$ cat src/tbpf_pkg.sv
`timescale 1ns / 1ps
// ----------------------------------------------------------------------------
// tbpf_pkg: shared types and constants of the two-best peak finder
// Widths of the sample and result fields and the beat structs that travel
// between the input stage, the peak tracker and the top level.
// ----------------------------------------------------------------------------
package tbpf_pkg;

  localparam int MAX_SAMPLES = 4096;
  localparam int POS_W       = $clog2(MAX_SAMPLES);
  localparam int IDX_W       = 12;
  localparam int DATA_W      = 32;
  localparam int COUNT_W     = 2;
  localparam int LIST_DEPTH  = 2;

  localparam logic [POS_W-1:0] POS_LAST = POS_W'(MAX_SAMPLES - 1);

  typedef struct packed {
    logic signed [DATA_W-1:0] sample;
    logic                     last_sample;
  } item_t;

  typedef struct packed {
    logic        [COUNT_W-1:0] peak_count;
    logic        [IDX_W-1:0]   first_index;
    logic signed [DATA_W-1:0]  first_value;
    logic        [IDX_W-1:0]   second_index;
    logic signed [DATA_W-1:0]  second_value;
  } result_t;

endpackage

$ cat src/tbpf_ifs.sv
`timescale 1ns / 1ps
// ----------------------------------------------------------------------------
// tbpf_ifs: channel interfaces of the two-best peak finder
// The sample channel and the result channel, each with valid, ready and
// its payload fields.
// ----------------------------------------------------------------------------
interface tbpf_in_if import tbpf_pkg::*; ();
  logic                     valid;
  logic                     ready;
  logic signed [DATA_W-1:0] sample;
  logic                     last_sample;

  modport source(output valid, output sample, output last_sample, input ready);
  modport sink(input valid, input sample, input last_sample, output ready);
endinterface

interface tbpf_out_if import tbpf_pkg::*; ();
  logic                      valid;
  logic                      ready;
  logic        [COUNT_W-1:0] peak_count;
  logic        [IDX_W-1:0]   first_index;
  logic signed [DATA_W-1:0]  first_value;
  logic        [IDX_W-1:0]   second_index;
  logic signed [DATA_W-1:0]  second_value;

  modport source(output valid, output peak_count, output first_index,
                 output first_value, output second_index, output second_value,
                 input ready);
  modport sink(input valid, input peak_count, input first_index,
               input first_value, input second_index, input second_value,
               output ready);
endinterface

$ cat src/tbpf_in_stage.sv
`timescale 1ns / 1ps
// ----------------------------------------------------------------------------
// tbpf_in_stage: input register
// Captures one sample beat and holds it until the tracker consumes it.
// ----------------------------------------------------------------------------
module tbpf_in_stage import tbpf_pkg::*; (
  input  logic       clk,
  input  logic       rst_n,
  tbpf_in_if.sink    in_if,
  input  logic       advance,
  output item_t      item,
  output logic       item_valid
);

  logic  valid_r;
  logic  valid_nxt;
  item_t item_r;
  logic  take;

  assign in_if.ready = !valid_r || advance;
  assign take        = in_if.valid && in_if.ready;

  always_comb begin
    valid_nxt = valid_r;
    if (take) begin
      valid_nxt = 1'b1;
    end else if (advance) begin
      valid_nxt = 1'b0;
    end
  end

  always_ff @(posedge clk) begin
    if (!rst_n) begin
      valid_r <= 1'b0;
    end else begin
      valid_r <= valid_nxt;
    end
    if (take) begin
      item_r.sample      <= in_if.sample;
      item_r.last_sample <= in_if.last_sample;
    end
  end

  assign item       = item_r;
  assign item_valid = valid_r;

endmodule

$ cat src/tbpf_track.sv
`timescale 1ns / 1ps
// ----------------------------------------------------------------------------
// tbpf_track: peak tracker and two-entry list
// Updates the running maximum, the levels and the open peak for one sample,
// inserts a closed peak into the sorted list and forms the frame result.
// ----------------------------------------------------------------------------
module tbpf_track import tbpf_pkg::*; (
  input  logic    clk,
  input  logic    rst_n,
  input  logic    advance,
  input  item_t   item,
  output result_t res
);

  localparam logic signed [DATA_W-1:0] DATA_ZERO = '0;

  logic        [POS_W-1:0]   pos_r,   pos_nxt;
  logic signed [DATA_W-1:0]  rmax_r,  rmax_nxt;
  logic signed [DATA_W-1:0]  left_r,  left_nxt;
  logic signed [DATA_W-1:0]  thr_r,   thr_nxt;
  logic        [POS_W-1:0]   cand_r,  cand_nxt;
  logic                      inpk_r,  inpk_nxt;
  logic        [POS_W-1:0]   p0_r,    p0_nxt;
  logic        [POS_W-1:0]   p1_r,    p1_nxt;
  logic signed [DATA_W-1:0]  v0_r,    v0_nxt;
  logic signed [DATA_W-1:0]  v1_r,    v1_nxt;
  logic        [COUNT_W-1:0] fill_r,  fill_nxt;

  logic signed [DATA_W-1:0]  s;
  logic signed [DATA_W-1:0]  half_s;
  logic signed [DATA_W-1:0]  clamp_s;
  logic        [COUNT_W-1:0] slot;
  logic                      full;

  assign s       = item.sample;
  assign half_s  = s >>> 1;
  assign clamp_s = (s > DATA_ZERO) ? s : DATA_ZERO;
  assign full    = fill_r >= COUNT_W'(LIST_DEPTH);

  always_comb begin
    pos_nxt  = pos_r;
    rmax_nxt = rmax_r;
    left_nxt = left_r;
    thr_nxt  = thr_r;
    cand_nxt = cand_r;
    inpk_nxt = inpk_r;
    p0_nxt   = p0_r;
    p1_nxt   = p1_r;
    v0_nxt   = v0_r;
    v1_nxt   = v1_r;
    fill_nxt = fill_r;
    slot     = full ? COUNT_W'(1) : fill_r;

    if (pos_r == '0) begin
      rmax_nxt = s;
      left_nxt = s;
      thr_nxt  = DATA_ZERO;
      cand_nxt = '0;
      inpk_nxt = 1'b0;
      fill_nxt = '0;
      p0_nxt   = '0;
      p1_nxt   = '0;
      v0_nxt   = DATA_ZERO;
      v1_nxt   = DATA_ZERO;
    end else if (s > rmax_r) begin
      rmax_nxt = s;
      if (half_s > left_r) begin
        cand_nxt = pos_r;
        inpk_nxt = 1'b1;
        thr_nxt  = half_s;
      end
    end else if (inpk_r && (s < thr_r)) begin
      if (!(full && (v1_r > rmax_r))) begin
        if ((slot == COUNT_W'(1)) && (v0_r < rmax_r)) begin
          p1_nxt = p0_r;
          v1_nxt = v0_r;
          p0_nxt = cand_r;
          v0_nxt = rmax_r;
        end else if (slot == '0) begin
          p0_nxt = cand_r;
          v0_nxt = rmax_r;
        end else begin
          p1_nxt = cand_r;
          v1_nxt = rmax_r;
        end
        fill_nxt = slot + COUNT_W'(1);
      end
      inpk_nxt = 1'b0;
      rmax_nxt = clamp_s;
      left_nxt = clamp_s;
    end else if (!inpk_r && (s < left_r)) begin
      rmax_nxt = clamp_s;
      left_nxt = clamp_s;
    end

    if (item.last_sample) begin
      pos_nxt  = '0;
      inpk_nxt = 1'b0;
    end else if (pos_r < POS_LAST) begin
      pos_nxt = pos_r + POS_W'(1);
    end
  end

  always_ff @(posedge clk) begin
    if (!rst_n) begin
      pos_r  <= '0;
      rmax_r <= '0;
      left_r <= '0;
      thr_r  <= '0;
      cand_r <= '0;
      inpk_r <= 1'b0;
      p0_r   <= '0;
      p1_r   <= '0;
      v0_r   <= '0;
      v1_r   <= '0;
      fill_r <= '0;
    end else if (advance) begin
      pos_r  <= pos_nxt;
      rmax_r <= rmax_nxt;
      left_r <= left_nxt;
      thr_r  <= thr_nxt;
      cand_r <= cand_nxt;
      inpk_r <= inpk_nxt;
      p0_r   <= p0_nxt;
      p1_r   <= p1_nxt;
      v0_r   <= v0_nxt;
      v1_r   <= v1_nxt;
      fill_r <= fill_nxt;
    end
  end

  always_comb begin
    res.peak_count   = fill_nxt;
    res.first_index  = (fill_nxt >= COUNT_W'(1)) ? IDX_W'(p0_nxt) : '0;
    res.first_value  = (fill_nxt >= COUNT_W'(1)) ? v0_nxt : DATA_ZERO;
    res.second_index = (fill_nxt >= COUNT_W'(2)) ? IDX_W'(p1_nxt) : '0;
    res.second_value = (fill_nxt >= COUNT_W'(2)) ? v1_nxt : DATA_ZERO;
  end

endmodule

$ cat src/two_best_peak_finder.sv
`timescale 1ns / 1ps
// ----------------------------------------------------------------------------
// two_best_peak_finder: top level
// Path: the last sample beat of a frame, once accepted, passes the input
// register, then the result register, which holds the result beat until taken.
// Throughput: one sample beat per cycle; only a frame-end beat, and the input
// behind it, waits while an earlier result is still held in the result register.
// Reset: clears the frame position, the levels, the open peak and the list.
// ----------------------------------------------------------------------------
module two_best_peak_finder import tbpf_pkg::*; (
  input  logic      clk,
  input  logic      rst_n,
  tbpf_in_if.sink   in_if,
  tbpf_out_if.source out_if
);

  item_t   item;
  logic    item_valid;
  logic    advance;
  result_t res;
  result_t out_r;
  logic    out_valid_r;
  logic    out_valid_nxt;
  logic    emit;

  assign advance = item_valid &&
                   (!item.last_sample || !out_valid_r || out_if.ready);
  assign emit    = advance && item.last_sample;

  tbpf_in_stage u_in_stage (
    .clk        (clk),
    .rst_n      (rst_n),
    .in_if      (in_if),
    .advance    (advance),
    .item       (item),
    .item_valid (item_valid)
  );

  tbpf_track u_track (
    .clk     (clk),
    .rst_n   (rst_n),
    .advance (advance),
    .item    (item),
    .res     (res)
  );

  always_comb begin
    out_valid_nxt = out_valid_r;
    if (emit) begin
      out_valid_nxt = 1'b1;
    end else if (out_if.ready) begin
      out_valid_nxt = 1'b0;
    end
  end

  always_ff @(posedge clk) begin
    if (!rst_n) begin
      out_valid_r <= 1'b0;
    end else begin
      out_valid_r <= out_valid_nxt;
    end
    if (emit) begin
      out_r <= res;
    end
  end

  assign out_if.valid        = out_valid_r;
  assign out_if.peak_count   = out_r.peak_count;
  assign out_if.first_index  = out_r.first_index;
  assign out_if.first_value  = out_r.first_value;
  assign out_if.second_index = out_r.second_index;
  assign out_if.second_value = out_r.second_value;

  // The sample side stalls only behind a held result.
  assert property (@(posedge clk) disable iff (!rst_n)
    !in_if.ready |-> (out_if.valid && !out_if.ready))
    else $error("input stalled without a held result");

  assert property (@(posedge clk) disable iff (!rst_n)
    out_if.valid |-> (out_if.peak_count <= COUNT_W'(LIST_DEPTH)))
    else $error("peak count beyond list depth");

  // The list stays sorted by descending value.
  assert property (@(posedge clk) disable iff (!rst_n)
    (out_if.valid && (out_if.peak_count == COUNT_W'(2))) |->
      (out_if.first_value >= out_if.second_value))
    else $error("peak list out of order");

  assert property (@(posedge clk) disable iff (!rst_n)
    (out_if.valid && (out_if.peak_count < COUNT_W'(2))) |->
      ((out_if.second_index == '0) && (out_if.second_value == '0)))
    else $error("unfilled second entry not zero");

endmodule

$ cat src/flat_wrapper.sv
// flat-port wrapper written by rule: the top's interface ports become plain ports
module two_best_peak_finder_flat import tbpf_pkg::*;
  (clk, rst_n, in_if_valid, in_if_sample, in_if_last_sample, in_if_ready, out_if_valid, out_if_peak_count, out_if_first_index, out_if_first_value, out_if_second_index, out_if_second_value, out_if_ready);
  tbpf_in_if in_if_i ();
  tbpf_out_if out_if_i ();
  input  logic clk;
  input  logic rst_n;
  input wire logic [$bits(in_if_i.valid)-1:0] in_if_valid;
  input wire logic [$bits(in_if_i.sample)-1:0] in_if_sample;
  input wire logic [$bits(in_if_i.last_sample)-1:0] in_if_last_sample;
  output wire logic [$bits(in_if_i.ready)-1:0] in_if_ready;
  output wire logic [$bits(out_if_i.valid)-1:0] out_if_valid;
  output wire logic [$bits(out_if_i.peak_count)-1:0] out_if_peak_count;
  output wire logic [$bits(out_if_i.first_index)-1:0] out_if_first_index;
  output wire logic [$bits(out_if_i.first_value)-1:0] out_if_first_value;
  output wire logic [$bits(out_if_i.second_index)-1:0] out_if_second_index;
  output wire logic [$bits(out_if_i.second_value)-1:0] out_if_second_value;
  input wire logic [$bits(out_if_i.ready)-1:0] out_if_ready;
  assign in_if_i.valid = in_if_valid;
  assign in_if_i.sample = in_if_sample;
  assign in_if_i.last_sample = in_if_last_sample;
  assign in_if_ready = in_if_i.ready;
  assign out_if_valid = out_if_i.valid;
  assign out_if_peak_count = out_if_i.peak_count;
  assign out_if_first_index = out_if_i.first_index;
  assign out_if_first_value = out_if_i.first_value;
  assign out_if_second_index = out_if_i.second_index;
  assign out_if_second_value = out_if_i.second_value;
  assign out_if_i.ready = out_if_ready;
  two_best_peak_finder u_core (.clk(clk), .rst_n(rst_n), .in_if(in_if_i), .out_if(out_if_i));
endmodule
$ cat config.mk
export PLATFORM = sky130hd
export DESIGN_NAME = two_best_peak_finder_flat
export DESIGN_NICKNAME = d
export VERILOG_FILES = /design/src/tbpf_pkg.sv /design/src/tbpf_ifs.sv /design/src/tbpf_in_stage.sv /design/src/tbpf_track.sv /design/src/two_best_peak_finder.sv /design/src/flat_wrapper.sv
export SDC_FILE = /design/constraint.sdc
export NUM_CORES = 1
export LEC_CHECK = 0
export BUFFER_PORTS_ARGS = -buffer_cell sky130_fd_sc_hd__buf_2
export CORE_MARGIN = 3
export CORE_UTILIZATION = 55
export CTS_CLUSTER_DIAMETER = 150
export DETAILED_ROUTE_END_ITERATION = 10
export GPL_TIMING_DRIVEN = 0
export MAX_ROUTING_LAYER = met4
export PLACE_DENSITY_LB_ADDON = 0.1
export SKIP_LAST_GASP = 1
export SLEW_MARGIN = 20
export SYNTH_ARGS = -nofsm -noshare
export SYNTH_HDL_FRONTEND = slang
export SYNTH_SLANG_ARGS = --single-unit
$ cat constraint.sdc
create_clock -name clk -period 5.72 [get_ports clk]
set_clock_uncertainty 0.2 [all_clocks]
set_input_delay 1.144 -clock clk [delete_from_list [all_inputs] [get_ports clk]]
set_output_delay 1.144 -clock clk [all_outputs]
set_load 0.02 [all_outputs]
Word-level counts from Yosys, hierarchy flattened
Cells that the tools add are included.
Operators by class
  add/sub/neg operators: 2
  $lt $le $gt $ge: 11
  equality and inequality tests: 3
  multiplexer cells: 53
  reductions and logical operators: 29
Operators with widths (number)
  32-bit 2-to-1 mux: 22
  12-bit 2-to-1 mux: 17
  32-bit < comparator: 3
  32-bit > comparator: 2
  31-bit by 32-bit > comparator with 1-bit output: 1
  32-bit by 1-bit > comparator with 1-bit output, second input constant: 1
  12-bit by 1-bit adder with 12-bit output, second input constant: 1
  12-bit zero test: 1
  12-bit < comparator, second input constant: 1
  2-bit 2-to-1 mux: 5
  2-bit nonzero test: 5
  1-bit 2-to-1 mux: 9
  3-bit AND reduction: 3
  4-bit nonzero test: 2
  1-bit logical AND: 7
  2-bit >= comparator, second input constant: 2
  1-bit zero test: 4
  4-bit by 2-bit != test with 1-bit output, second input constant: 1
  2-bit AND reduction: 2
  1-bit logical OR: 3
  3-bit nonzero test: 1
  2-bit by 1-bit adder with 2-bit output, second input constant: 1
  2-bit by 1-bit == test with 1-bit output, second input constant: 1
  2-bit by 1-bit >= comparator with 1-bit output, second input constant: 1
  other kinds (2): 2
Word-level totals
  bits in registers: 336
  input bits: 37

Depth between registers and ports, before layout
Gate-level depths: netlist of run 1.
  depth in word-level cells: 9
  gate-level depth with buffers: 14
  depth with buffers taken out: 11

Hierarchy
From an unflattened synthesis of run 1, not the netlist that was laid out.
Unflattened totals
  cell total of the unflattened synthesis: 1867
  area total of the unflattened synthesis: 18034.8 µm²
Modules (own cells, without submodules)
  tbpf_track: times used 1, cells an instance 1732, area each 14228.6 µm², seq. area each 4204.0 µm²
  two_best_peak_finder: times used 1, cells an instance 97, area each 2757.6 µm², seq. area each 2722.6 µm²
  tbpf_in_stage: times used 1, cells an instance 38, area each 1048.5 µm², seq. area each 1011.0 µm²

Worst setup path before layout of run 1
Ideal clock, no wire load.
  kind: input -> register
  start: input out_if_ready
  end: register u_core.u_track.pos_r[10]
  arrival: 4.061 ns
  path slack: 1.331 ns
  stages: 6
  path through: nor2b_1 nand2_1 and3_1 nand2b_1 clkbuf_1 nor2_1
Between the ends
  longest elaborated chain between the ends: 3
Ends and longest elaborated chain
  start, declared: line flat_wrapper.sv:18  | input wire logic [$bits(out_if_i.ready)-1:0] out_if_ready;
  1-bit logical OR: line two_best_peak_finder.sv:27  | (!item.last_sample || !out_valid_r || out_if.ready);
  1-bit logical AND: line two_best_peak_finder.sv:26  | assign advance = item_valid &&
  2-bit AND reduction (no source line)
  end signal, assigned: line tbpf_track.sv:118  | pos_r <= pos_nxt;
  end, declared: line tbpf_track.sv:17  | logic [POS_W-1:0] pos_r, pos_nxt;
No other way between the ends.
A chain may end at the register's enable or synchronous reset.

Final worst setup path of run 1
  start: register u_core.u_track.rmax_r[7]
  end: register u_core.u_track.v0_r[6]
Between the ends
  longest elaborated chain between the ends: 7
  elaborated cells on any way between the ends: 10
  those cells by class: order compare (3); mux (5); reduce/logical (2)
Ends and longest elaborated chain
  start, declared: line tbpf_track.sv:18  | logic signed [DATA_W-1:0] rmax_r, rmax_nxt;
  start signal, assigned: line tbpf_track.sv:119  | rmax_r <= rmax_nxt;
  32-bit < comparator: line tbpf_track.sv:74  | if ((slot == COUNT_W'(1)) && (v0_r < rmax_r)) begin
  1-bit logical AND: line tbpf_track.sv:74
  32-bit 2-to-1 mux: line tbpf_track.sv:74
  32-bit 2-to-1 mux: line tbpf_track.sv:73  | if (!(full && (v1_r > rmax_r))) begin
  32-bit 2-to-1 mux: line tbpf_track.sv:72  | end else if (inpk_r && (s < thr_r)) begin
  32-bit 2-to-1 mux (*): line tbpf_track.sv:65  | end else if (s > rmax_r) begin
  32-bit 2-to-1 mux (*): line tbpf_track.sv:54  | if (pos_r == '0) begin
  end signal, assigned: line tbpf_track.sv:126  | v0_r <= v0_nxt;
  end, declared: line tbpf_track.sv:25  | logic signed [DATA_W-1:0] v0_r, v0_nxt;
Mark *: on every way between the ends. The rest lies on a longest branch, timed or not.

==> flow_summary.ini, run 1 <==
[outcome]
status = finished, final reports clean

[sta]
hold_viol = 0
finalCritPeriodShare = 0.814
worst_pin_slew_ns = 1.13
finalSetupViolations = 0
rsz0062_at_grt = no
relSlewSlack = 0.247
fin_tns_setup_ns = 0
fin_crit_ns = 4.66
max_freq_ghz = 0.215
slew_violations = 0

[global_routing]
grt_pass1_vias = 13164
grt_use_total = 0.269
grt_pass1_wl_mm = 70.1
overflow = 0
antenna_found_initial = 0
grt_max_degree = 62

[yosys]
syn_nets = 1850
synth_compound_area_frac = 0.165
synth_top_family_by_area = compound AO/OA/AOI/OAI gates
yosys_most_used_dff = dfxtp_1
avgSynthCellArea_um2 = 10.6
synth_edf_count = 123
synthTopCellsByArea = dfxtp_1 (25%), edfxtp_1 (21%), ha_1 (14%), a22o_1 (6.0%), mux2i_1 (5.2%)
yosys_warnings = 0
async_flop_share = 0
seq_area_frac_synth = 0.460
syn_inst = 1623
synth-simple-area-share = 0.104
synth_area_um2 = 17300
yosys.area.top_type_share = 0.246
yosys.area_share.xor_xnor = 0.00507
synth.distinct_cells = 64
muxShareOfSynthArea = 0.0809
synth-adder-area-share = 0.138
synth_top_cell_by_area = dfxtp_1
ys_ff_latch = 335

[clock_tree]
cts_buffer_depth = 3
path_clk_slew_ns = 0.06
cts_tree = yes
insertion_delay_ns = 0.54
root_buffer = clkbuf_16
h-tree-depth = 2
ctsResizeCount = 0
cts_setup_buffers = 0
cts_buffers = 37
ctsHoldBuffers = 0
clock-sinks = 335

[layout]
final_common_cell = dfxtp_1
layout_common_cells = dfxtp_1 (212), ha_1 (190), nor2_1 (173)
final_nets = 2018
syn_to_final_growth_pct = 14.3
diodes = 0
fill_cells = 2518
layout-drive-gt1-share = 0.157
fin_cells = 2216

[drt]
first_pass_iters = 6
dr_total_vias = 13417
drt_iter0_drc = 953
ant_nets = 0
via_per_inst = 6.05
drcViolationCount = 0
wl_per_cell_um = 20.1
wirelength_mm = 44.6

[place]
io_buffers = 127
gp_congestion = 0.929
detailed_place_hpwl_mm = 32.3
place_inst = 2148

[critical_path]
worst-path-max-fanout = 10
required_ns = 5.99
critPathLaunchType = register
path_class = register to register
critPathCaptureType = register
ff2ff_setup_slack_ns = 1.06
cp.arrival_ns = 4.92

[worst_hold_path]
hold_class = register to register

[pwr]
leakagePower_nw = 7.49
peakVddDrop_mv = 0.275
power_density_nw_per_um2 = 284

[floorplanning]
pin_count = 129
initial_utilization = 0.561
die_x_um = 183
die_area_um2 = 33500
die_h_um = 183
design.core.area_um2 = 30700
row_count = 64

[run]
drv.max_cap_violation_count = 0
==> where the power goes <==
part	total [mW]	leakage, nW	internal [mW]	switching [mW]
Sequential	2.60	2.85	2.52	0.0738
Clock	2.48	0.620	1.51	0.976
Combinational	0.519	4.01	0.196	0.322
==> worst paths after layout <==
check,start,to,cells after the start
worst max-delay path,u_core.u_track.rmax_r[7]$_SDFFE_PN0P_,u_core.u_track.v0_r[6]$_SDFFE_PN0P_,12
worst min-delay path,u_core.u_track.thr_r[29]$_SDFFE_PN0P_,u_core.u_track.thr_r[29]$_SDFFE_PN0P_,1
worst max register to register,u_core.u_track.rmax_r[7]$_SDFFE_PN0P_,u_core.u_track.v0_r[6]$_SDFFE_PN0P_,12
worst min register to register,u_core.u_track.thr_r[29]$_SDFFE_PN0P_,u_core.u_track.thr_r[29]$_SDFFE_PN0P_,1
==> synth_stat cells, types with 8 or more instances <==
| cell | count |
|---|---|
| a21oi_1 | 75 |
| nor2_1 | 173 |
| inv_1 | 108 |
| edfxtp_1 | 123 |
| nand3_1 | 51 |
| mux2_2 | 44 |
| buf_6 | 8 |
| o31ai_1 | 33 |
| mux2i_1 | 90 |
| and3_1 | 8 |
| ha_1 | 190 |
| nand4_1 | 39 |
| a21o_1 | 26 |
| a22oi_1 | 45 |
| nor3_1 | 8 |
| o21ai_0 | 36 |
| buf_2 | 22 |
| nor4_1 | 11 |
| a211oi_1 | 13 |
| clkbuf_1 | 41 |
| a22o_1 | 118 |
| dfxtp_1 | 212 |
| buf_4 | 8 |
| nand2_1 | 39 |
==> flip-flops by register name, indices dropped and copies added, names as in the netlist <==
register / count
u_core.u_track.p0_r: 12
u_core.u_track.v0_r: 32
u_core.u_track.rmax_r: 32
u_core.u_track.inpk_r: 1
u_core.u_track.pos_r: 12
u_core.out_if.peak_count: 2
u_core.u_track.v1_r: 32
u_core.out_if.first_index: 12
u_core.u_track.p1_r: 12
u_core.u_track.cand_r: 12
u_core.u_track.left_r: 32
u_core.out_if.second_value: 32
u_core.out_if.second_index: 12
u_core.out_if.valid: 1
u_core.u_in_stage.item: 33
u_core.u_in_stage.item_valid: 1
u_core.u_track.fill_r: 2
u_core.out_if.first_value: 32
u_core.u_track.thr_r: 31
==> critical path, cell delays in order (launching register included) <==
cell,delay (ns)
dfxtp_1,0.39
inv_1,0.11
ha_1,0.34
nand4_1,0.13
a21oi_1,0.14
a21oi_1,0.14
o21ai_0,0.40
a21oi_1,0.12
a21oi_1,0.88
a31oi_1,0.20
a31oi_1,0.93
buf_2,0.44
a22o_1,0.19
==> metrics by stage <==
stage	setup slack [ns]	hold slack, ns	power [mW]	cell area, µm²	util
3_3_place_gp	0.228	0.263	3.14	18400	0.598
6_report	1.06	0.280	5.60	19700	0.642
4_1_cts	1.13	0.282	5.63	19700	0.642
3_5_place_dp	1.16	0.264	3.16	18500	0.601
2_1_floorplan	1.33	0.250	2.98	17300	-
5_1_grt	0.799	0.287	5.81	19700	0.642
==> routing by layer <==
metal	GRT usage	share of wire	routed length, µm	vias to the layer above
li1	-	-	-	6416
met4	0.0777	0.026	1140	0
met2	0.437	0.47	21000	404
met3	0.0395	0.054	2430	88
met1	0.353	0.45	20000	6509
met5	-	0	0	-
==> layout make-up <==
cell class	count	area, µm²	share of cell area
tap	396	495	0.0251
inverter	108	405	0.0205
timing repair buffer	129	691	0.0350
sequential	335	7940	0.402
clock buffer	50	1040	0.0526
clock inverter	18	226	0.0115
buffer	80	418	0.0212
multi-input combinational	1100	8530	0.432
==> cell families after synthesis <==
group	after synthesis
adders and majority gates	190
buffers and inverters	188
AOI/OAI and AO/OA	392
DFF	335
muxes	134
and+or+nand+nor	374
xor gates and xnor gates	10
Power figures use the tool's default switching activity.
==> run 2: changes to the inputs <==
- ABC_AREA: unset -> 1
- clock period: 5.72 -> 4.4 ns (I/O delays scaled with it)
==> run 2 against run 1 <==
Maximum frequency is 11% higher. Total power is 52% higher. Via count grew 33%. Combinational power rose to 2.9 times the previous value. Critical path depth is 6 lower. Worst setup slack worse by 0.85 ns. Flip-flop and latch count did not move. Non-clock buffer count up 47. Routed wire length up 29%. Die area rose by 14%. Synthesized cell count increased by 57%. Highest routed layer unchanged.
==> flow_summary.ini, run 2 <==
[drt]
drt_iter0_drc = 1531
wirelength_mm = 57.7
wl_per_cell_um = 18.0
via_per_inst = 5.58
dr_total_vias = 17853
ant_nets = 0
first_pass_iters = 7
drcViolationCount = 0

[yosys]
syn_inst = 2545
seq_area_frac_synth = 0.402
synth_edf_count = 123
synth_most_common_cell = nand2_1
async_flop_share = 0
synth.distinct_cells = 40
syn_nets = 2772
yosys_most_used_dff = dfxtp_1
synth_top_cell_by_area = dfxtp_1
ys_ff_latch = 335
synthTopCellsByArea = dfxtp_1 (21%), edfxtp_1 (19%), ha_1 (12%), nand2_1 (8.5%), o21ai_0 (6.9%)
synth_common_cells = nand2_1 (447), nor2_1 (324), inv_1 (301)
avgSynthCellArea_um2 = 7.76
synth_area_um2 = 19700
yosys.area.top_type_share = 0.215
yosys_warnings = 0

[sta]
hold_viol = 0
slew_violations = 0
finalSetupViolations = 0
worst_pin_slew_ns = 1.21
fin_crit_ns = 4.19
finalCritPeriodShare = 0.952
hold_slack_ns = 0.265
rsz0062_at_grt = no
relSlewSlack = 0.195
max_freq_ghz = 0.239

[global_routing]
grt_pass1_vias = 16877
grt_pass1_wl_mm = 91.6
grt_use_total = 0.308
overflow = 0
grt_max_degree = 67
antenna_found_initial = 1

[clock_tree]
path_clk_slew_ns = 0.06
cts_tree = yes
cts_buffers = 37
clock-sinks = 335
cts_buffer_depth = 3
insertion_delay_ns = 0.56
ctsHoldBuffers = 0
root_buffer = clkbuf_16
cts_setup_buffers = 0
h-tree-depth = 2
ctsResizeCount = 0

[place]
io_buffers = 127
gp_congestion = 0.981
detailed_place_hpwl_mm = 44.1
place_inst = 3128

[floorplanning]
design.core.area_um2 = 35000
die_area_um2 = 38200
initial_utilization = 0.565
die_h_um = 195
pin_count = 129
row_count = 68
die_x_um = 195

[critical_path]
ff2ff_setup_slack_ns = 0.21
path_class = register to register
worst-path-max-fanout = 10
cp.arrival_ns = 4.46
rr_worst_depth = 6
r2r-end = u_core.u_track.fill_r[0]$_SDFFE_PN0P_
max_stage_delay_ns = 0.96
cp_common_cell = clkbuf_1
required_ns = 4.68
critPathLaunchType = register
critPathCaptureType = register
path_cells = a21oi_1 -> clkbuf_1 -> clkbuf_1 -> clkbuf_1 -> nand4_1 -> a21oi_1
crit_path_top_delay_cell = clkbuf_1
rr_startpoint = u_core.u_in_stage.item[0]$_DFFE_PP_

[layout]
fill_cells = 3107
largest_reg_flops = 33
syn_to_final_growth_pct = 13.1
fin_cells = 3197
multi_input_area_um2 = 10000
seq_area_um2 = 7940
layout-drive-gt1-share = 0.140
final_common_cell = nand2_1
final_nets = 2939
layout_common_cells = nand2_1 (447), nor2_1 (324), inv_1 (299)

[pwr]
p_sw_mw = 2.50
comb_power_share = 0.177
peakVddDrop_mv = 0.404
intPower_mw = 6.00
swShare = 0.294
power_density_nw_per_um2 = 381
leakagePower_nw = 9.69
p_clk_frac = 0.408
p_seq_frac = 0.414

[worst_hold_path]
min_to = u_core.u_track.thr_r[20]$_SDFFE_PN0P_
hold_depth = 2
min_from = u_core.u_track.thr_r[20]$_SDFFE_PN0P_
hold_class = register to register

[run]
drv.max_cap_violation_count = 0

[outcome]
status = finished, final reports clean
[run 2: kinds of logic (layout without fill, tap and decap cells)]
group	after synthesis	after routing	synth area share
buffers and inverters	437	633	0.0909
AO/OA/AOI/OAI	541	541	0.148
AND/OR/NAND/NOR	1042	1042	0.238
flip-flops	335	335	0.402
other	0	1	0
adder cells (fa/ha/maj)	190	190	0.120
[run 2: layout make-up]
cell class / count / area share
diodes: 1 / 0.000112
plain buffers: 128 / 0.0284
clock buffers: 46 / 0.0458
clock inverters: 22 / 0.0146
inverters: 309 / 0.0521
multi-input cells: 1773 / 0.448
flip-flops and latches: 335 / 0.356
well taps: 455 / 0.0255
repair buffers: 128 / 0.0297
[run 2: per-layer routing]
layer / track usage / vias to the layer above / share of wire
met1: 0.424 / 8242 / 0.45
met4: 0.116 / 0 / 0.036
li1: - / 8810 / -
met2: 0.459 / 671 / 0.44
met3: 0.0487 / 130 / 0.076
met5: - / - / 0
[run 2: per-stage QoR]
stage / util / TNS [ns] / total power, mW / setup slack [ns] / cell area, µm²
after floorplan: - / 0 / 4.61 / 0.394 / 19700
after global placement: 0.599 / -103.36 / 5.01 / -1.16 / 20900
after detailed placement: 0.600 / -0.723 / 5.06 / -0.0700 / 21000
after CTS: 0.638 / 0 / 8.52 / 0.393 / 22300
after global routing: 0.639 / 0 / 8.89 / 0.215 / 22300
final: 0.639 / 0 / 8.50 / 0.212 / 22300
[run 2: power by group through the flow]
stage | Combinational (mW) | Sequential, mW | Clock (mW)
floorplan | 1.08 | 3.53 | 0
global placement | 1.43 | 3.58 | 0
detailed placement | 1.48 | 3.58 | 0
CTS | 1.49 | 3.51 | 3.52
global route | 1.72 | 3.53 | 3.63
finish | 1.51 | 3.52 | 3.47
[run 2: worst max-delay path by stage]
| stage | endpoint | from | slack (ns) |
|---|---|---|---|
| floorplan | u_core.out_if.first_index[0]$_SDFFCE_PN0P_ | out_if_ready | 0.39 |
| global placement | u_core.out_if.first_value[9]$_SDFFCE_PN0P_ | out_if_ready | -1.16 |
| detailed placement | u_core.u_track.v0_r[9]$_SDFFE_PN0P_ | out_if_ready | -0.07 |
| CTS | u_core.u_track.v0_r[9]$_SDFFE_PN0P_ | u_core.u_in_stage.item[0]$_DFFE_PP_ | 0.39 |
| global route | u_core.u_track.rmax_r[31]$_SDFFE_PN0P_ | u_core.u_in_stage.item[0]$_DFFE_PP_ | 0.22 |
| finish | u_core.u_track.fill_r[0]$_SDFFE_PN0P_ | u_core.u_in_stage.item[0]$_DFFE_PP_ | 0.21 |
[run 2: worst max-delay path: cells and delay by family, from the launching register on]
kind | cells | cell delay [ns]
buf+inv | 3 | 2.50
flops | 1 | 0.51
simple gates | 1 | 0.17
compound gates | 2 | 0.71
